<file path="src/hw/rtl/sws_pkg.sv">
// ----------------------------------------------------------------------------
// sws_pkg
// shared constants, operation codes and the command type of the statistics unit
// ----------------------------------------------------------------------------
package sws_pkg;

  localparam int WINDOW_DEPTH = 64;
  localparam int SAMPLE_BITS  = 24;

  localparam int CNT_W  = $clog2(WINDOW_DEPTH + 1);
  localparam int IDX_W  = $clog2(WINDOW_DEPTH);
  localparam int SUM_W  = SAMPLE_BITS + IDX_W;
  localparam int SQS_W  = 2 * SAMPLE_BITS + IDX_W;
  localparam int A_W    = SQS_W + CNT_W;
  localparam int B_W    = 2 * SUM_W;
  localparam int DIV_W  = A_W;
  localparam int NN_W   = 2 * CNT_W;
  localparam int DCNT_W = $clog2(DIV_W);
  localparam int VAR_W  = 2 * SAMPLE_BITS;

  typedef enum logic [1:0] {
    OP_PUSH  = 2'd0,
    OP_ADD   = 2'd1,
    OP_APPLY = 2'd2,
    OP_NONE  = 2'd3
  } op_t;

  // one classified item: push a value into the window or only report
  typedef struct packed {
    logic                   do_push;
    logic [SAMPLE_BITS-1:0] value;
  } cmd_t;

endpackage

</file>
<file path="src/hw/rtl/sws_front.sv">
// ----------------------------------------------------------------------------
// sws_front
// classifies input items and keeps the saturating pending total
// ----------------------------------------------------------------------------
module sws_front (
  input  logic                            clk,
  input  logic                            rst_n,
  input  logic                            accept,
  input  logic [1:0]                      operation,
  input  logic [sws_pkg::SAMPLE_BITS-1:0] sample,
  output sws_pkg::cmd_t                   cmd
);
  import sws_pkg::*;

  logic [SAMPLE_BITS-1:0] pend_r, pend_nxt;
  logic                   flag_r, flag_nxt;
  logic [SAMPLE_BITS:0]   pend_sum;

  assign pend_sum = {1'b0, pend_r} + {1'b0, sample};

  always_comb begin
    pend_nxt    = pend_r;
    flag_nxt    = flag_r;
    cmd.do_push = 1'b0;
    cmd.value   = sample;
    case (op_t'(operation))
      OP_PUSH: begin
        cmd.do_push = 1'b1;
      end
      OP_ADD: begin
        pend_nxt = pend_sum[SAMPLE_BITS] ? {SAMPLE_BITS{1'b1}} : pend_sum[SAMPLE_BITS-1:0];
        flag_nxt = 1'b1;
      end
      OP_APPLY: begin
        cmd.value = pend_r;
        if (flag_r) begin
          cmd.do_push = 1'b1;
          pend_nxt    = '0;
          flag_nxt    = 1'b0;
        end
      end
      default: begin
        cmd.do_push = 1'b0;
      end
    endcase
  end

  always_ff @(posedge clk) begin
    if (!rst_n) begin
      pend_r <= '0;
      flag_r <= 1'b0;
    end else if (accept) begin
      pend_r <= pend_nxt;
      flag_r <= flag_nxt;
    end
  end

endmodule

</file>
<file path="config.mk">
export PLATFORM = sky130hd
export DESIGN_NAME = sws_front
export DESIGN_NICKNAME = d
export VERILOG_FILES = /design/src/hw/rtl/sws_pkg.sv /design/src/hw/rtl/sws_front.sv
export SDC_FILE = /design/constraint.sdc
export NUM_CORES = 1
export LEC_CHECK = 0
export BUFFER_PORTS_ARGS = -buffer_cell sky130_fd_sc_hd__buf_2
export CAP_MARGIN = 10
export CORE_ASPECT_RATIO = 0.8
export CORE_MARGIN = 3
export CORE_UTILIZATION = 50
export CTS_CLUSTER_DIAMETER = 50
export DETAILED_ROUTE_END_ITERATION = 6
export PLACE_DENSITY = 0.83
export RECOVER_POWER = 100
export SYNTH_ARGS = -nofsm -noshare
export SYNTH_HDL_FRONTEND = slang
export SYNTH_SLANG_ARGS = --single-unit
export TNS_END_PERCENT = 100
</file>
<file path="constraint.sdc">
create_clock -name clk -period 5.2 [get_ports clk]
set_input_delay 0.26 -clock clk [delete_from_list [all_inputs] [get_ports clk]]
set_output_delay 0.26 -clock clk [all_outputs]
set_load 0.05 [all_outputs]
</file>
Yosys cells after proc, flatten, opt, wreduce, memory -nomap -nowiden
Cells that the tools add are included.
- bits in registers: 25
- input port bits: 29
- output and inout port bits: 25
- eq/ne operators: 3
- add/sub/neg operators: 1
- reduce and logical (&&, ||, !) cells: 4
- muxes and demuxes: 7
- operator list (operator ; number):
    $mux W24 ; 3
    $pmux W24 S2 ; 1
    $add A24 B24 Y25 ; 1
    $pmux W1 S2 ; 2
    $reduce_and A3 Y1 ; 1
    $eq A2 B1 Y1 const B ; 1
    $eq A2 B2 Y1 const B ; 1
    $logic_not A2 Y1 ; 1
    $ne A2 B2 Y1 const B ; 1
    $reduce_and A2 Y1 ; 1
    $reduce_bool A2 Y1 ; 1
    $mux W1 ; 1

Depth between registers and ports, before layout
- word-level depth: 3
- mapped depth: 10
- depth with buffers taken out: 9

Least setup slack after synthesis
Ideal clock, no wire load.
- path type: register to register
- from: register pend_r[0]
- to: register pend_r[16]
- clock period less this slack: 2663 ps
- data required time: 5078 ps
- setup slack: 2537 ps
- library setup time: 122 ps
- cell stages (with the launch flop): 10
- data arrival time: 2541 ps
- cell sequence: dfxtp_1 > ha_1 > fa_1 > a211oi_1 > nor3_1 > o41a_2 > nand3_1 > a2111oi_2 > or2_2 > a221o_1
- cells in the longest elaborated chain, start to end: 3
- RTL lines (element ; RTL line ; text):
    start, declared ; sws_front.sv:15 ; logic [SAMPLE_BITS-1:0] pend_r, pend_nxt;
    start signal, assigned ; sws_front.sv:53 ; pend_r <= pend_nxt;
    $add A24 B24 Y25 ; sws_front.sv:19 ; assign pend_sum = {1'b0, pend_r} + {1'b0, sample};
    $mux W24 ; sws_front.sv:31 ; pend_nxt = pend_sum[SAMPLE_BITS] ? {SAMPLE_BITS{1'b1}} : pend_sum[SAMPLE_BITS-1:0];
    $pmux W24 S2 ; sws_front.sv:26 ; case (op_t'(operation))
No other way between the ends.
A chain may end at the register's enable or synchronous reset.

Worst setup path in the final report
- from: input port operation[0]
- to: register pend_r[14]
- cells in the longest elaborated chain, start to end: 3
- RTL lines (element ; RTL line ; text):
    start, declared ; sws_front.sv:9 ; input logic [1:0] operation,
    $eq A2 B2 Y1 / $eq A2 B1 Y1 (equally long branches) ; sws_front.sv:26 ;
    $ne A2 B2 Y1 (no source line) / $reduce_bool A2 Y1 (equally long branches) ; n/a ;
    $reduce_and A3 Y1 (no source line) ; n/a ;
Several ways; a longest one is shown, not always the timed one.

==> report_table.html <==
<table>
<tr><th>Metric</th><th>Value</th></tr>
<tr><th colspan="2">Run status</th></tr>
<tr><td>Status</td><td>finished, violations left</td></tr>
<tr><td>Violated checks</td><td>capacitance limit, slew limit</td></tr>
<tr><th colspan="2">Logic synthesis</th></tr>
<tr><td>Netlist area before placement</td><td>2673 um^2</td></tr>
<tr><td>Share of flip-flops with an asynchronous set or reset after synthesis</td><td>0</td></tr>
<tr><td>Post-Syn Area per Cell</td><td>7.860 um^2</td></tr>
<tr><td>Compound-gate portion of the synthesized area</td><td>0.2640</td></tr>
<tr><td>Number of flip-flops and latches in the synthesized netlist</td><td>25</td></tr>
<tr><td>Simple-gate share of the synthesized area</td><td>0.2116</td></tr>
<tr><td>Main flop type after synthesis</td><td>sky130_fd_sc_hd__dfxtp_1</td></tr>
<tr><td>Sequential fraction of the synthesis area</td><td>0.1873</td></tr>
<tr><td>Post-synth EDFFs</td><td>0</td></tr>
<tr><td>Yosys synthesis warning count</td><td>0</td></tr>
<tr><td>Cells after synthesis</td><td>340</td></tr>
<tr><td>Post-synthesis adder-cell area fraction</td><td>0.1339</td></tr>
<tr><td>Post-Syn Nets</td><td>397</td></tr>
<tr><td>Portion of netlist area occupied by mux cells</td><td>0.1133</td></tr>
<tr><td>Share of the synthesized netlist area taken by xor and xnor gates</td><td>0.04916</td></tr>
<tr><td>Cell variety after synth</td><td>52</td></tr>
<tr><td>Largest family of logic cells by synthesized area</td><td>compound AO/OA/AOI/OAI gates</td></tr>
<tr><th colspan="2">Finish</th></tr>
<tr><td>Top library cells by usage in the layout, fill and taps aside</td><td>44 x sky130_fd_sc_hd__nand2_1, 29 x sky130_fd_sc_hd__clkbuf_1, 28 x sky130_fd_sc_hd__buf_2, 27 x sky130_fd_sc_hd__ha_1, 26 x sky130_fd_sc_hd__o21ai_0</td></tr>
<tr><td># diodes</td><td>0</td></tr>
<tr><td>Number of non-filler instances in the completed layout</td><td>446</td></tr>
<tr><td>Area growth from synthesis to final layout</td><td>11.56%</td></tr>
<tr><td>Finished Core Util</td><td>0.5854</td></tr>
<tr><td>Filler instances</td><td>493</td></tr>
<tr><td>Layout cells sized above 1</td><td>0.1745</td></tr>
<tr><td>Most common library cell in the layout ignoring fill and taps</td><td>sky130_fd_sc_hd__nand2_1</td></tr>
<tr><td>Layout net count</td><td>442</td></tr>
<tr><th colspan="2">Floorplanning</th></tr>
<tr><td>Top-Level Pins</td><td>54</td></tr>
<tr><td>Vertical die dimension</td><td>71.39 um</td></tr>
<tr><td>Area enclosed by the die boundary</td><td>6264 um^2</td></tr>
<tr><td>Horizontal die dimension</td><td>87.74 um</td></tr>
<tr><td>Initial standard-cell utilization of the core</td><td>0.5247</td></tr>
<tr><td>Core Area</td><td>5094 um^2</td></tr>
<tr><td>Cell Rows</td><td>23</td></tr>
<tr><th colspan="2">Clock tree</th></tr>
<tr><td>Number of buffers inserted during clock tree synthesis</td><td>3</td></tr>
<tr><td>Number of clock sinks</td><td>25</td></tr>
<tr><td>H-Tree Level Count</td><td>1</td></tr>
<tr><td>CTS tree</td><td>built</td></tr>
<tr><td>Count of instances resized after the clock tree is built</td><td>0</td></tr>
<tr><td>Later-pin clock latency in the skew report</td><td>0.28 ns</td></tr>
<tr><td>Clock slew seen by the registers of the worst setup and hold paths</td><td>0.09 ns</td></tr>
<tr><td>Root buffer cell</td><td>sky130_fd_sc_hd__clkbuf_8</td></tr>
<tr><td>Number of setup buffers added after CTS</td><td>0</td></tr>
<tr><td>Quantity of hold-fixing buffers added after cts</td><td>0</td></tr>
<tr><td>Buffer depth of the longest clock path</td><td>2</td></tr>
<tr><th colspan="2">Detailed routing</th></tr>
<tr><td>Remaining design rule violation count</td><td>0</td></tr>
<tr><td>ANT nets after route</td><td>0</td></tr>
<tr><td>Via density</td><td>6.253</td></tr>
<tr><td>Average wire length per cell after detail routing</td><td>15.65 um</td></tr>
<tr><td>First-pass detailed-route iteration total</td><td>5</td></tr>
<tr><td>Total number of vias</td><td>2789</td></tr>
<tr><td>DRC violation total after the first TritonRoute iteration</td><td>242</td></tr>
<tr><td>Detailed Route WL</td><td>6979 um</td></tr>
<tr><th colspan="2">Global route</th></tr>
<tr><td>Pin count of the biggest net entering global routing</td><td>29</td></tr>
<tr><td>Vias in the first global route</td><td>2573</td></tr>
<tr><td>Global-route usage over all layers</td><td>0.2263</td></tr>
<tr><td>Global-route wire length before repair</td><td>11720 um</td></tr>
<tr><td>Number of antenna violations at the first check in global routing</td><td>0</td></tr>
<tr><td>Global route overflow</td><td>0</td></tr>
<tr><th colspan="2">Setup path</th></tr>
<tr><td>Worst setup SP type</td><td>input pin</td></tr>
<tr><td>Crit path max fanout</td><td>28</td></tr>
<tr><td>Reg2Reg Setup Slack</td><td>1.95 ns</td></tr>
<tr><td>R2r startpoint</td><td>pend_r[0]</td></tr>
<tr><td>WP data arrival</td><td>3.55 ns</td></tr>
<tr><td>FF-to-FF path depth</td><td>10</td></tr>
<tr><td>Critical path capture point type</td><td>flip-flop</td></tr>
<tr><td>Worst reg2reg endpoint</td><td>pend_r[10]</td></tr>
<tr><td>Classification of the worst setup path</td><td>input pin to flip-flop</td></tr>
<tr><td>Critical path data required time</td><td>5.40 ns</td></tr>
<tr><th colspan="2">Worst hold path</th></tr>
<tr><td>Cell depth of the worst hold path</td><td>2</td></tr>
<tr><td>Startpoint of the lowest-slack hold path</td><td>accept</td></tr>
<tr><td>Worst Hold Class</td><td>input pin to flip-flop</td></tr>
<tr><td>Worst hold endpoint</td><td>flag_r</td></tr>
<tr><th colspan="2">Pwr</th></tr>
<tr><td>Standby leakage power</td><td>0.001303 uW</td></tr>
<tr><td>Max rail drop VDD</td><td>0.1215 mV</td></tr>
<tr><td>Power per standard cell area</td><td>188.7 nW/um^2</td></tr>
<tr><th colspan="2">Job</th></tr>
<tr><td>Number of violations of the max-capacitance limit</td><td>1</td></tr>
<tr><th colspan="2">STA</th></tr>
<tr><td>Worst Tran Pin Value</td><td>1.553 ns</td></tr>
<tr><td>Clock period minus worst slack</td><td>3.352 ns</td></tr>
<tr><td>Post-route clock skew</td><td>0.006077 ns</td></tr>
<tr><td>Period utilisation layout</td><td>0.6446</td></tr>
<tr><td>Count of final max-slew check failures</td><td>29</td></tr>
<tr><td>RSZ-0062 raised after global routing</td><td>false</td></tr>
<tr><td>Total negative setup slack</td><td>0 ns</td></tr>
<tr><td>Worst slack on hold paths</td><td>0.2452 ns</td></tr>
<tr><td>Final-report hold violation count</td><td>0</td></tr>
<tr><td>Slew HR</td><td>-0.03541</td></tr>
<tr><td>Achievable clock frequency</td><td>298.3 MHz</td></tr>
<tr><td>Setup-failing EPs final</td><td>0</td></tr>
<tr><th colspan="2">Place</th></tr>
<tr><td>Half-perimeter wire length after detailed placement</td><td>5294 um</td></tr>
<tr><td>Port Buf Inserts</td><td>53</td></tr>
<tr><td>RD Place Congestion</td><td>0.8987</td></tr>
<tr><td>Number of placed instances with taps included</td><td>441</td></tr>
</table>
[report_power, final]
group          internal, uW  switching, uW  leakage (uW)
registers               199           6.99      0.000203
logic                  82.7            153       0.00108
clock network          55.0           65.9     0.0000228
total                   337            226       0.00130
[synthesized netlist by cell type, types with 3 or more instances]
master | count | area (um^2)
sky130_fd_sc_hd__nand2_1 | 44 | 165.2
sky130_fd_sc_hd__ha_1 | 27 | 337.8
sky130_fd_sc_hd__mux2_2 | 26 | 292.8
sky130_fd_sc_hd__o21ai_0 | 26 | 130.1
sky130_fd_sc_hd__dfxtp_1 | 25 | 500.5
sky130_fd_sc_hd__a21oi_1 | 22 | 110.1
sky130_fd_sc_hd__nor2_1 | 17 | 63.81
sky130_fd_sc_hd__nor3_1 | 14 | 70.07
sky130_fd_sc_hd__clkbuf_1 | 12 | 45.04
sky130_fd_sc_hd__xnor2_1 | 9 | 78.83
sky130_fd_sc_hd__a21o_1 | 8 | 60.06
sky130_fd_sc_hd__inv_1 | 8 | 30.03
sky130_fd_sc_hd__a211oi_1 | 7 | 52.55
sky130_fd_sc_hd__and3_1 | 6 | 37.54
sky130_fd_sc_hd__nand3_1 | 6 | 30.03
sky130_fd_sc_hd__o211ai_1 | 6 | 45.04
sky130_fd_sc_hd__xor2_1 | 6 | 52.55
sky130_fd_sc_hd__a311oi_1 | 5 | 43.79
sky130_fd_sc_hd__a31oi_1 | 5 | 31.28
sky130_fd_sc_hd__o31ai_1 | 5 | 37.54
sky130_fd_sc_hd__nand2b_1 | 4 | 25.02
sky130_fd_sc_hd__nor2b_1 | 4 | 25.02
sky130_fd_sc_hd__and2_1 | 3 | 18.77
sky130_fd_sc_hd__buf_2 | 3 | 15.01
sky130_fd_sc_hd__nor4_1 | 3 | 18.77
sky130_fd_sc_hd__o21ai_1 | 3 | 15.01
sky130_fd_sc_hd__or2_2 | 3 | 18.77
[cell families (layout without fill, tap and decap cells)]
group                    count (synthesis)  after routing
buffers and inverters                   25             69
multiplexers                            27             27
AND/OR/NAND/NOR                        116            116
XOR/XNOR                                15             15
adder cells (fa/ha/maj)                 28             28
AO/OA/AOI/OAI                          104            104
flip-flops                              25             25
[through the flow]
| step | instance area (um^2) | total power, uW | worst slack, ns |
|---|---|---|---|
| floorplan | 2673 | 393.1 | 2.537 |
| detailed placement | 2972 | 446.7 | 1.973 |
| CTS | 3017 | 566.4 | 1.953 |
| global placement | 2972 | 442.2 | 2.128 |
| finish | 2982 | 562.8 | 1.848 |
| global route | 2982 | 593.5 | 1.618 |
[critical path: stages]
cell and delay, ns:
sky130_fd_sc_hd__buf_2 0.11, sky130_fd_sc_hd__inv_1 0.07, sky130_fd_sc_hd__ha_1 0.14, sky130_fd_sc_hd__clkbuf_1 1.12
sky130_fd_sc_hd__mux2_1 0.42, sky130_fd_sc_hd__a21oi_1 0.68, sky130_fd_sc_hd__clkbuf_1 0.52, sky130_fd_sc_hd__nand2_1 0.11
sky130_fd_sc_hd__o211ai_1 0.11
[cell type report]
type / count / area (um^2) / share of cell area
sequential: 25 / 500.5 / 0.1679
clock buffer: 4 / 45.04 / 0.01511
tap: 62 / 77.57 / 0.02602
timing repair buffer: 57 / 252.7 / 0.08477
multi-input combinational: 290 / 2076 / 0.6962
inverter: 8 / 30.03 / 0.01007
[how the worst max path moves through the flow]
stage	startpoint	end	slack (ns)
2_1_floorplan	pend_r[0]	pend_r[16]	2.54
3_3_place_gp	sample[0]	pend_r[14]	2.13
3_5_place_dp	sample[0]	pend_r[19]	1.97
4_1_cts	pend_r[0]	pend_r[19]	1.95
5_1_grt	operation[0]	pend_r[18]	1.62
6_report	operation[0]	pend_r[14]	1.85
[sequential cells by signal, summed over array words and instances (netlist names)]
register	count
flag_r	1
pend_r	24
[per-layer routing]
layer,up-vias,share of wire,track usage
li1,1358,-,-
met1,1295,0.48,0.3242
met2,132,0.44,0.3662
met3,4,0.075,0.03678
met4,0,0.0039,0.03237
met5,-,0,0
Note: power is estimated with default switching activity, not from simulation.
