--- src/hw/rtl/sws_pkg.sv ---
// ----------------------------------------------------------------------------
// sws_pkg
// shared constants, operation codes and the command type of the statistics unit
// ----------------------------------------------------------------------------
package sws_pkg;

  localparam int WINDOW_DEPTH = 64;
  localparam int SAMPLE_BITS  = 24;

  localparam int CNT_W  = $clog2(WINDOW_DEPTH + 1);
  localparam int IDX_W  = $clog2(WINDOW_DEPTH);
  localparam int SUM_W  = SAMPLE_BITS + IDX_W;
  localparam int SQS_W  = 2 * SAMPLE_BITS + IDX_W;
  localparam int A_W    = SQS_W + CNT_W;
  localparam int B_W    = 2 * SUM_W;
  localparam int DIV_W  = A_W;
  localparam int NN_W   = 2 * CNT_W;
  localparam int DCNT_W = $clog2(DIV_W);
  localparam int VAR_W  = 2 * SAMPLE_BITS;

  typedef enum logic [1:0] {
    OP_PUSH  = 2'd0,
    OP_ADD   = 2'd1,
    OP_APPLY = 2'd2,
    OP_NONE  = 2'd3
  } op_t;

  // one classified item: push a value into the window or only report
  typedef struct packed {
    logic                   do_push;
    logic [SAMPLE_BITS-1:0] value;
  } cmd_t;

endpackage

--- src/hw/rtl/sws_queue.sv ---
// ----------------------------------------------------------------------------
// sws_queue
// two-entry command queue between front and back
// ----------------------------------------------------------------------------
module sws_queue (
  input  logic          clk,
  input  logic          rst_n,
  input  logic          push,
  input  sws_pkg::cmd_t push_cmd,
  output logic          full,
  input  logic          pop,
  output logic          not_empty,
  output sws_pkg::cmd_t pop_cmd
);
  import sws_pkg::*;

  cmd_t       slot_r [2];
  logic       wr_ptr_r, rd_ptr_r;
  logic [1:0] cnt_r;

  assign full      = (cnt_r == 2'd2);
  assign not_empty = (cnt_r != 2'd0);
  assign pop_cmd   = slot_r[rd_ptr_r];

  always_ff @(posedge clk) begin
    if (push) begin
      slot_r[wr_ptr_r] <= push_cmd;
    end
  end

  always_ff @(posedge clk) begin
    if (!rst_n) begin
      wr_ptr_r <= 1'b0;
      rd_ptr_r <= 1'b0;
      cnt_r    <= 2'd0;
    end else begin
      if (push) wr_ptr_r <= ~wr_ptr_r;
      if (pop)  rd_ptr_r <= ~rd_ptr_r;
      cnt_r <= cnt_r + {1'b0, push} - {1'b0, pop};
    end
  end

endmodule

--- config.mk ---
export PLATFORM = sky130hd
export DESIGN_NAME = sws_queue
export DESIGN_NICKNAME = d
export VERILOG_FILES = /design/src/hw/rtl/sws_pkg.sv /design/src/hw/rtl/sws_queue.sv
export SDC_FILE = /design/constraint.sdc
export NUM_CORES = 1
export LEC_CHECK = 0
export BUFFER_PORTS_ARGS = -buffer_cell sky130_fd_sc_hd__buf_2
export CORE_MARGIN = 2
export CORE_UTILIZATION = 51
export CTS_BUF_LIST = sky130_fd_sc_hd__clkbuf_16
export DETAILED_ROUTE_END_ITERATION = 10
export GPL_TIMING_DRIVEN = 0
export HOLD_SLACK_MARGIN = 0.02
export PLACE_DENSITY = 0.78
export SLEW_MARGIN = 25
export SYNTH_ARGS = -nofsm -noshare
export SYNTH_HDL_FRONTEND = slang
export SYNTH_SLANG_ARGS = --single-unit
--- constraint.sdc ---
create_clock -name clk -period 2.32 [get_ports clk]
set_input_delay 0.232 -clock clk [delete_from_list [all_inputs] [get_ports clk]]
set_output_delay 0.232 -clock clk [all_outputs]
set_load 0.03 [all_outputs]
After elaboration in Yosys (flattened, before gate mapping) --
Memories as Yosys holds them, arrays and structs flattened. A register that Yosys moved wholly into a read port is not among the register bits. Index checks and enable logic that the tools add are counted.
Cells by class: order comparisons 0, multipliers 0, divide/modulo/power cells 0, multiplexer cells 4, reduce and logical (&&, ||, !) cells 1, bitwise operators 2, shift operators 0, add/sub/neg operators 2, equal/unequal tests 1
Operator list (count):
- two-way mux 1 bit | 4
- adder 2 x 1 -> 2 bit | 1
- equality test 2 bit (second input constant) | 1
- NOT 1 bit | 2
- nonzero test 2 bit | 1
- subtractor 2 x 1 -> 2 bit | 1
Word-level totals: memory bits (read-only) 0, output and inout bits 27, latch bits 0, input port bits 29, memories 1, bits in registers 4, word-level logic and storage cells 14, RAM bits 50
Memories:
- slot_r | words 2, width 25, rd ports 1, clocked after Yosys merged registers in 1, wr ports 1, line sws_queue.sv:17 | cmd_t slot_r [2];

Logic depth before layout (Yosys ltp) --
Gate-level depths: netlist of the first run.
depth after elaboration 3, mapped depth 6, mapped depth without buffers 6

Worst setup path before layout of the first run --
Ideal clock, no wire load.
path type reg-to-reg, start register wr_ptr_r, end memory slot_r[0][0] (netlist name), enable pin, cell stages (with the launch flop) 2, path slack 0.438 ns, required time 1.909 ns, period minus slack after synthesis 1.882 ns, buffers on the path 0, arrival time 1.471 ns, cell sequence dfxtp_1 > nor2b_1
RTL lines:
- start, declared | line sws_queue.sv:18 | logic wr_ptr_r, rd_ptr_r;
- start signal, assigned | line sws_queue.sv:37 | if (push) wr_ptr_r <= ~wr_ptr_r;
- end, declared | line sws_queue.sv:17
Straight into the memory's write port.

==> results.txt, run 1 <==
The flow ran to the end, and the final reports show no timing, DRC or antenna violations. The largest net degree at the start of global routing is 27. The worst hold path stage count is 1.

The initial antenna violation count was 0. The final number of max-transition violations came out at 0. The transition time of the tightest slew-check pin came out at 0.7311 ns.

TritonCTS built the clock tree. The peak per-stage delay on the critical path is 0.32 ns. The post-cts repair resize count is 0.

The tree built by TritonCTS fans out to 55 sinks. Buffers inserted during clock tree synthesis total 5. The path depth of the worst reg2reg path is 1. The max capacitance violation total is 0. After floorplanning, the core was divided into 23 placement rows. The area of the core came out at 0.004029 sq mm.

Broken down by cell family, the worst path's largest delay share belongs to buffers and inverters. The buffer and inverter count on the worst path came out at 3. Summing over every cut layer, the via total after detailed routing is 1046.

The mux contribution to synthesized area is 0.1669. Once the clock tree was built, the setup fixing pass inserted 0 buffers. The net count after synthesis came out at 130. The H-tree depth is 2. The final HPWL from detailed placement is 2271 um.

The total detailed-routing wirelength is 3351 um. Setup repair after global routing left no endpoint under its margin. The count of antenna diodes in the layout came out at 0. The signal on the critical path passes through buf_6, buf_12, mux2_4, buf_2. The final layout net count came out at 192.

The final weighted congestion of routability-driven global placement came out at 0.6408. The DRC violation total after the first TritonRoute iteration came out at 87. The min-delay analysis places its worst path in the category in2reg. The share of power burned in combinational logic came out at 0.153. The number of routed nets with antenna violations is 0. In the finished design, the share of the clock period the worst path needs comes to 0.7006.

The worst register-to-register path ends at slot_r[0][13]$_DFFE_PP_. The static power due to leakage is 1.085 nW. The worst hold path begins at push_cmd[18]. The ratio of cells with drive above 1 in the final layout came out at 0.5802. The highest ir drop seen on vdd is 0.5145 mV. During I/O placement, the number of pins put on the boundary was 56. STA puts the critical path data required time at 2.09 ns. The worst setup path category is reg2out. In this run the vertical extent of the chip is 68.73 um. The initial cell density of the core is 0.5304. The net switching fraction of the power is 0.2216. The number of cells in the finished layout apart from fillers is 212. The xor-xnor portion of the synthesized cell area is 0.01464.

After layout, the design draws a total of 0.002479 W. The top cell types in the final layout, fill and taps aside, are buf_2 (55), edfxtp_1 (50), mux2_4 (20). The wire length of the first global-routing pass is 5016 um. The upper clock frequency limit came out at 615.2 MHz. The biggest fanout along the worst timing path is 10. The number of distinct library cells after synthesis came out at 14. The clock tree root buffer cell is clkbuf_16. Counting the fill cells in the layout gives 302. The number of hold violations in the final report came out at 0. The via count of the first global-routing pass was 1025.

The arrival time at the worst endpoint is 1.39 ns. In the final routed layout, each cell accounts on average for 15.81 um. Of the total synthesized cell area, the portion taken by AND, OR, NAND and NOR gates is 0.02635. The headroom to the max-slew limit is 0.5116. Dividing the synthesized area by the synthesized cell count gives 21.59 sq um. The worst hold path terminates at slot_r[0][18]$_DFFE_PP_. The clock insertion delay at the later pin of the skew report is 0.29 ns. The number of placed instances, taps included came out at 204.

The clock arrives with 0.003526 ns of skew. For this design, the CTS-stage hold fixing added 0 buffers. The clock passes through at most 2 buffers.

The number of vias per cell after detailed routing came out at 4.934. STA classifies the critical path startpoint as a flip-flop. The post-detailed-route DRC marker count is 0. The clock transition at the register clock pins on the worst setup and hold paths after CTS came out at 0.07 ns. The setup violation total in the final timing report came out at 0.

Dividing total power by cell area gives a power density of 926.3 mW/mm^2. The number of instances in the synthesized netlist is 99. The share of total power dissipated in sequential elements is 0.470. The area share of fa/ha/maj cells after synthesis is 0.01171. The share of total power dissipated in the clock network is 0.376. By area, the combinational part of the netlist is dominated by multiplexers. The slowest stage of the critical path belongs to the cell dfxtp_1. The total of flip-flops plus latches after synthesis came out at 55. The kind of end point of the critical path is an output pin. The final-layout worst hold slack came out at 0.1299 ns. The die covers 0.004724 sq mm. The internal power of the cells came out at 0.001930 W. The switching power total came out at 0.0005495 W. The total global routing track utilization came out at 0.1585.

The cell area that synthesis handed to floorplanning was 0.002137 sq mm. The first TritonRoute pass finished after 5 iterations. The total of warnings raised by yosys is 0.

The reg-to-reg startpoint is wr_ptr_r$_SDFFE_PN0P_. The register-to-register setup slack came out at 1.00 ns. The shortest period the worst path allows came out at 1.625 ns.

The signed area change from the synthesized netlist to the final layout came out at 25.23%. The number of buffer cells added on primary ports is 55. The share of the synthesized area in compound gates (AO/OA/AOI/OAI) was 0.003513. From left edge to right edge, the die measures 68.73 um. The library cell used most frequently in the layout, excluding fill and tap cells, is buf_2.

The portion of the post-synthesis area used by sequential elements came out at 0.7494. Summed over all layers, the global routing overflow is 0.
==> routing by layer <==
metal	routed length, um	global-route usage	vias up
met4	76	0.08824	0
met3	125	0.04383	5
li1	-	-	502
met2	1929	0.2861	31
met5	0	0	-
met1	1219	0.1650	508
==> Yosys cell counts <==
library cell	n	area, sq um
edfxtp_1	50	1501
mux2_4	20	300.3
dfxtp_1	5	100.1
mux2_2	5	56.30
and2_1	4	25.02
nor2b_1	4	25.02
buf_12	2	40.04
ha_1	2	25.02
inv_1	2	7.510
buf_6	1	11.26
o21a_1	1	7.510
or2_2	1	6.260
xnor3_1	1	22.52
xor2_1	1	8.760
==> final cells by class <==
type	instances	area, sq um	share of cell area
clock inverter	3	67.56	0.02525
timing repair buffer	55	275.3	0.1029
multi-input combinational	39	485.5	0.1814
buffer	3	51.30	0.01917
clock buffer	5	125.1	0.04675
tap	50	62.56	0.02338
sequential	55	1602	0.5984
inverter	2	7.507	0.002805
==> power by group through the flow <==
stage	Clock, W	Sequential [W]	Combinational [W]
after CTS	0.000950	0.00117	0.000387
after global placement	0	0.00118	0.000374
after global routing	0.00100	0.00117	0.000407
final	0.000933	0.00117	0.000380
after floorplan	0	0.00118	0.000286
after detailed placement	0	0.00119	0.000385
==> worst max-delay path by stage <==
stage	from	end	slack (ns)	cells past startpoint
finish	flip-flop	pop_cmd[5]	0.69	4
global placement	push	slot_r[0][16]$_DFFE_PP_	-0.12	2
global route	flip-flop	pop_cmd[10]	0.64	4
detailed placement	push	slot_r[0][18]$_DFFE_PP_	0.94	2
CTS	flip-flop	pop_cmd[5]	0.68	4
floorplan	wr_ptr_r$_SDFFE_PN0P_	slot_r[0][0]$_DFFE_PP_	0.44	1
==> state kept, by name, indices dropped and copies added, names as in the netlist, named ones only <==
signal and cells:
cnt_r 2, wr_ptr_r 1, rd_ptr_r 1, slot_r 50
==> cells by family after synthesis <==
kind of cell | Yosys count
adders and majority gates | 2
and+or+nand+nor | 9
xor gates and xnor gates | 2
AOI/OAI and AO/OA | 1
DFF | 55
muxes | 25
buffers and inverters | 5
==> per-stage QoR <==
stage / instance area, sq um / utilization / setup WS [ns] / TNS [ns]
floorplan: 2137 / - / 0.4380 / 0
global placement: 2475 / 0.6143 / -0.1186 / -2.971
detailed placement: 2484 / 0.6165 / 0.9367 / 0
CTS: 2676 / 0.6643 / 0.6789 / 0
global route: 2676 / 0.6643 / 0.6432 / 0
finish: 2676 / 0.6643 / 0.6946 / 0
(Power assumes the default switching activity.)
==> inputs of run 2 (changes only) <==
CORE_UTILIZATION = 46   (was 51)
PLACE_DENSITY = 0.74   (was 0.78)
clock period = 1.39 ns   (was 2.32 ns; I/O delays follow)
==> results.txt, run 2 (synthesis results as in run 1) <==
The ratio of cells with drive above 1 in the final layout came out at 0.5964 (+0.01614). The number of hold violations in the final report came out at 0 (unchanged). The TritonCTS sink count is 55 (unchanged). The max capacitance violation total came to 0 (unchanged). The power density over the cells came out at 1361 mW/mm^2 (+47%). The clock insertion delay at the later pin of the skew report came out at 0.28 ns (about the same). The final weighted congestion of routability-driven global placement came out at 0.6673 (+4.1%). The static power due to leakage came out at 1.178 nW (+8.5%). The via count of the first global-routing pass came to 1196 (+17%). The total overflow reported by the global router came to 0 (unchanged). The required time at the worst-slack endpoint came to 1.25 ns (-0.84 ns). The largest clock skew in the final design came to 0.003998 ns (+0.0004723 ns). The detailed-router iteration count before antenna repair was 4 (-1). The largest net degree at the start of global routing came out at 27 (unchanged). The number of vias per cell after detailed routing came out at 4.849 (-1.7%). The clock tree buffer depth is 2 (unchanged). The chip height came out at 72.16 um (+5.0%). The overall die width is 72.16 um (+5.0%).

The transition time of the tightest slew-check pin came out at 0.4463 ns (-0.2847 ns). The routed wirelength normalized by instance count came out at 16.85 um (+6.6%). The post-detailed-route DRC marker count was 0 (unchanged). The count of antenna diodes in the layout came to 0 (unchanged). The sum of negative setup slack came out at -1.829 ns (-1.829 ns).

The initial cell density of the core was 0.4841 (-0.04631). The largest registers in the layout are slot_r: 50 flops, cnt_r: 2 flops. The number of buffer cells added on primary ports was 55 (unchanged). The placed cell area came out at 0.002486 sq mm (+0.10%).

The top cell types in the final layout, fill and taps aside, are edfxtp_1 (50), buf_2 (30), buf_6 (26). The wire length of the first global-routing pass came out at 5582 um (+11%). The library cell used most frequently in the layout, excluding fill and tap cells, is edfxtp_1. The largest register by flop count is slot_r. The highest ir drop seen on vdd is 1.116 mV (+120%). The share of the core filled with cells in the final layout came out at 0.6542 (-0.01009). The count of hold-fix buffers inserted at cts came out at 0 (unchanged).

Setup repair after global routing could not meet its margin everywhere. The setup violation total in the final timing report came to 25 (+25). The number of flip-flops in the largest register came to 50 (unchanged). Timing would allow up to 675.7 MHz. The TritonCTS clock tree is done. The worst path setup slack after routing came out at -0.08984 ns (-0.7844 ns). The period utilization is 1.065.

The critical path is of the reg2out type. The design area came to 0.002888 sq mm (+7.9%). The biggest fanout along the worst timing path is 5 (-5). The kind of end point of the critical path is an output pin.

The flow ran to the end, but the final reports show violations. The number of buffers created by CTS came out at 5 (unchanged). The top-level port count is 56 (unchanged). The total chip power came to 0.003930 W (+59%). The arrival time at the worst endpoint is 1.34 ns (-0.05 ns).

The shortest period the worst path allows is 1.480 ns. The fill cell instance count of the final layout came out at 323 (+7.0%). The via total after detailed routing came out at 1057 (+1.1%). The clock tree root buffer cell is clkbuf_16. The initial antenna violation count is 0 (unchanged). The tightest min-delay check is of the in2reg type. The clock transition at the register clock pins on the worst setup and hold paths after CTS is 0.07 ns (about the same). The H-tree depth came out at 2 (unchanged). The area of the core was 0.004414 sq mm (+9.6%). The final HPWL from detailed placement came out at 2452 um (+8.0%). The number of routed nets with antenna violations is 0 (unchanged). The number of rows in the core area was 24 (+4.3%). The DRC violation total after the first TritonRoute iteration is 61 (-30%). The area growth from synthesis to layout is 35.13%. The register-to-register setup slack came out at 0.11 ns (-0.89 ns). The headroom to the max-slew limit was 0.7018 (+0.1902). The total detailed-routing wirelength came out at 3673 um (+9.6%).

STA classifies the critical path startpoint as a flip-flop. The final layout net count is 196 (+2.1%). The floorplan die area came out at 0.005207 sq mm (+10%).

The final number of max-transition violations came out at 0 (unchanged). The checks that failed: setup timing. The total global routing track utilization is 0.1454 (-0.01312).
-- run 2: cell types whose count changed in the layout (fill, tap and decap cells not counted), sizes merged --
| cell | previous run | this run |
|---|---|---|
| buf | 58 | 60 |
| clkinv | 0 | 1 |
| bufinv | 2 | 0 |
| inv | 2 | 3 |
| clkbuf | 5 | 6 |
| nor2b | 4 | 5 |
-- run 2: report_power, final --
part / total (W) / switching [W] / internal [W]
Combinational: 0.000809 / 0.000394 / 0.000416
Clock: 0.00117 / 0.000514 / 0.000658
Sequential: 0.00195 / 0.0000383 / 0.00191
Total: 0.00393 / 0.000946 / 0.00298
-- run 2: layer usage --
| layer | vias up | share of wire | GRT usage |
|---|---|---|---|
| li1 | 507 | - | - |
| met1 | 513 | 0.38 | 0.1568 |
| met2 | 33 | 0.56 | 0.2712 |
| met3 | 4 | 0.050 | 0.04028 |
| met4 | 0 | 0.0084 | 0.05031 |
| met5 | - | 0 | 0 |
-- run 2: timing repair --
action                                  CTS  global route
endpoints found under the setup margin   25            51
setup buffers                             1             0
pin swaps                                 0             0
resized for setup                        57             5
cloned                                    1             2
-- run 2: area by class of cell --
class / instances / area (sq um) / share of cell area
buffer: 3 / 55.05 / 0.01906
clock buffer: 5 / 125.1 / 0.04333
clock inverter: 3 / 16.27 / 0.005633
inverter: 2 / 7.507 / 0.002600
multi-input combinational: 40 / 519.2 / 0.1798
sequential: 55 / 1604 / 0.5555
tap: 52 / 65.06 / 0.02253
timing repair buffer: 58 / 495.5 / 0.1716
-- run 2: final timing paths --
kind,cells past startpoint,to,from
setup / recovery,4,pop_cmd[19],flip-flop
hold / removal,1,slot_r[0][14]$_DFFE_PP_,push_cmd[14]
setup reg to reg,6,cnt_r[1]$_SDFF_PN0_,cnt_r[0]$_SDFF_PN0_
hold reg to reg,2,flip-flop,rd_ptr_r$_SDFFE_PN0P_
-- run 2: stage by stage --
| step | hold WS [ns] | std cells | worst slack, ns |
|---|---|---|---|
| after floorplan | 0.2379 | 99 | -0.01511 |
| after global placement | 0.3276 | 206 | -0.3252 |
| after detailed placement | 0.3301 | 206 | 0.02651 |
| after CTS | 0.03573 | 216 | -0.1162 |
| after global routing | 0.03660 | 218 | -0.1305 |
| final | 0.03995 | 218 | -0.08984 |
-- run 2: critical path, stage by stage (launching register included) --
cell and delay (ns):
dfxtp_2 0.33, buf_8 0.14, clkbuf_16 0.16, mux2_4 0.30, buf_6 0.14
==> inputs of run 3 (changes only) <==
CORE_UTILIZATION = 55   (was 46)
PLACE_DENSITY = 0.86   (was 0.74)
clock period = 1.9 ns   (was 1.39 ns; I/O delays follow)
==> results.txt, run 3 (synthesis results as in run 1) <==
The final-layout worst hold slack was 0.09648 ns (+0.05653 ns). The clock tree buffer depth is 2 (unchanged). STA classifies the critical path endpoint as an output pin.

Setup repair after global routing left no endpoint under its margin. The most common library cell in the layout ignoring fill and taps is buf_2. The internal power of the cells is 0.002078 W (-30%). The clock period could shrink to 1.589 ns. The sum of negative setup slack is 0 ns (+1.829 ns). The worst setup path category is reg2out. The portion of total power attributed to sequential cells is 0.525 (+0.029). The initial antenna violation count came out at 0 (unchanged). The highest ir drop seen on vdd is 0.7461 mV (-33%). The total global routing track utilization is 0.1647 (+0.01930).

The static power due to leakage came out at 1.065 nW (-9.6%). The final number of max-transition violations is 0 (unchanged). The number of routed nets with antenna violations is 0 (unchanged). The power density over the cells came to 1037 mW/mm^2 (-24%).

The final layout net count is 192 (-2.0%). The area of the core came out at 0.003689 sq mm (-16%). The run finished with clean final reports. The clock transition at the register clock pins on the worst setup and hold paths after CTS came out at 0.06 ns (about the same). The biggest fanout along the worst timing path was 10 (+5). The slowest cell on the critical path is dfxtp_1. The period utilization came out at 0.8362. The total overflow reported by the global router is 0 (unchanged). The number of buffer cells added on primary ports came out at 55 (unchanged). The number of buffers created by CTS is 5 (unchanged). The kind of launch point of the worst setup path is a flip-flop. The peak per-stage delay on the critical path is 0.33 ns (about the same). The wire length of the first global-routing pass came out at 4871 um (-13%).

The design area is 0.002618 sq mm (-9.4%). The overall die width came to 66.34 um (-8.1%). The largest registers in the layout are slot_r: 50 flops, cnt_r: 2 flops. From synthesis to final layout, the design area changed by 22.48%. The share of power burned in combinational logic is 0.172 (-0.034). The upper clock frequency limit is 629.4 MHz. The initial cell density of the core came out at 0.5794 (+0.09525). The count of hold-fix buffers inserted at cts is 0 (unchanged). The via count of the first global-routing pass is 1008 (-16%).

The total chip power was 0.002714 W (-31%). The arrival time at the worst endpoint was 1.40 ns (+0.06 ns). The required time at the worst-slack endpoint was 1.71 ns (+0.46 ns). The final weighted congestion of routability-driven global placement is 0.7071 (+6.0%).

CTS placed an instance of clkbuf_16 at the clock tree root. The TritonCTS sink count is 55 (unchanged). The clock insertion delay at the later pin of the skew report came out at 0.28 ns (about the same). The top-level port count came to 56 (unchanged).

The detailed-router iteration count before antenna repair is 4 (unchanged). The fill cell instance count of the final layout is 249 (-23%). The headroom to the max-slew limit is 0.5134 (-0.1884). The H-tree depth came out at 2 (unchanged). The min-delay analysis places its worst path in the category in2reg. The number of vias per cell after detailed routing is 4.852 (about the same). The switching power total is 0.0006364 W (-33%).

The net switching fraction of the power came out at 0.2345 (-0.006156). The floorplan die area is 0.004400 sq mm (-15%). The count of antenna diodes in the layout came out at 0 (unchanged). The transition time of the tightest slew-check pin was 0.7283 ns (+0.2820 ns). The post-detailed-route DRC marker count is 0 (unchanged). The max capacitance violation total came out at 0 (unchanged).

The post-cts repair resize count came out at 0 (-100%). The setup violation total in the final timing report was 0 (-100%). The number of rows in the core area is 22 (-8.3%). The largest clock skew in the final design came to 0.005011 ns (+0.001013 ns). The routed wirelength normalized by instance count is 15.77 um (-6.4%). The number of flip-flops in the largest register came to 50 (unchanged).

The largest net degree at the start of global routing is 27 (unchanged). TritonCTS built the clock tree. Traced cell by cell, the critical path runs through buf_6, buf_12, mux2_4, buf_2. The number of setup buffers added after CTS is 0 (-1). The total detailed-routing wirelength came out at 3312 um (-9.8%). The via total after detailed routing was 1019 (-3.6%). The number of hold violations in the final report is 0 (unchanged).

The placed cell area came to 0.002481 sq mm (-0.20%). The clock share of power came out at 0.303 (+0.005). The chip height came out at 66.34 um (-8.1%). The library cells used most frequently in the layout, excluding fill and tap cells, are buf_2 (55), edfxtp_1 (50), mux2_4 (20). Counting flops per register, the top entry is slot_r.

The ratio of cells with drive above 1 in the final layout came out at 0.5617 (-0.03466). The DRC violation total after the first TritonRoute iteration was 29 (-52%).
[run 3: routing by layer]
metal,vias up,share of wire,track usage
met4,0,0.010,0.07653
met3,2,0.045,0.05622
met2,31,0.56,0.2950
li1,498,-,-
met5,-,0,0
met1,488,0.38,0.1716
[run 3: cell type report]
type	count	area, sq um	share of cell area
Sequential cell	55	1602	0.6119
Multi-Input combinational cell	39	485.5	0.1855
Timing Repair Buffer	55	275.3	0.1052
Clock buffer	5	125.1	0.04780
Tap cell	48	60.06	0.02294
Buffer	3	51.30	0.01960
Clock inverter	3	11.26	0.004302
Inverter	2	7.507	0.002868
[run 3: power by group through the flow]
stage / Combinational (W) / Clock (W) / Sequential [W]
3_5_place_dp: 0.000474 / 0 / 0.00145
6_report: 0.000468 / 0.000822 / 0.00142
3_3_place_gp: 0.000454 / 0 / 0.00144
2_1_floorplan: 0.000350 / 0 / 0.00144
4_1_cts: 0.000475 / 0.000844 / 0.00142
5_1_grt: 0.000499 / 0.000889 / 0.00143
[run 3: final timing paths]
| kind | endpoint | from | depth (start not counted) | slack, ns |
|---|---|---|---|---|
| setup / recovery | pop_cmd[5] | flip-flop | 4 | 0.31 |
| hold / removal | slot_r[1][7]$_DFFE_PP_ | push_cmd[7] | 1 | 0.1 |
| setup reg to reg | slot_r[1][9]$_DFFE_PP_ | wr_ptr_r$_SDFFE_PN0P_ | 1 | 0.57 |
| hold reg to reg | rd_ptr_r$_SDFFE_PN0P_ | rd_ptr_r$_SDFFE_PN0P_ | 2 | 0.65 |
[run 3: stage by stage]
| step | utilization | instances | setup WS (ns) |
|---|---|---|---|
| after global placement | 0.6703 | 202 | -0.4855 |
| final | 0.7096 | 210 | 0.3112 |
| after CTS | 0.7096 | 210 | 0.2945 |
| after floorplan | - | 99 | 0.01804 |
| after global routing | 0.7096 | 210 | 0.2534 |
| after detailed placement | 0.6727 | 202 | 0.5539 |
[run 3: worst max-delay path, delay by kind of cell (launching register included)]
family / cells / cell delay (ns)
multiplexers: 1 / 0.30
flip-flops: 1 / 0.33
buffers and inverters: 3 / 0.48
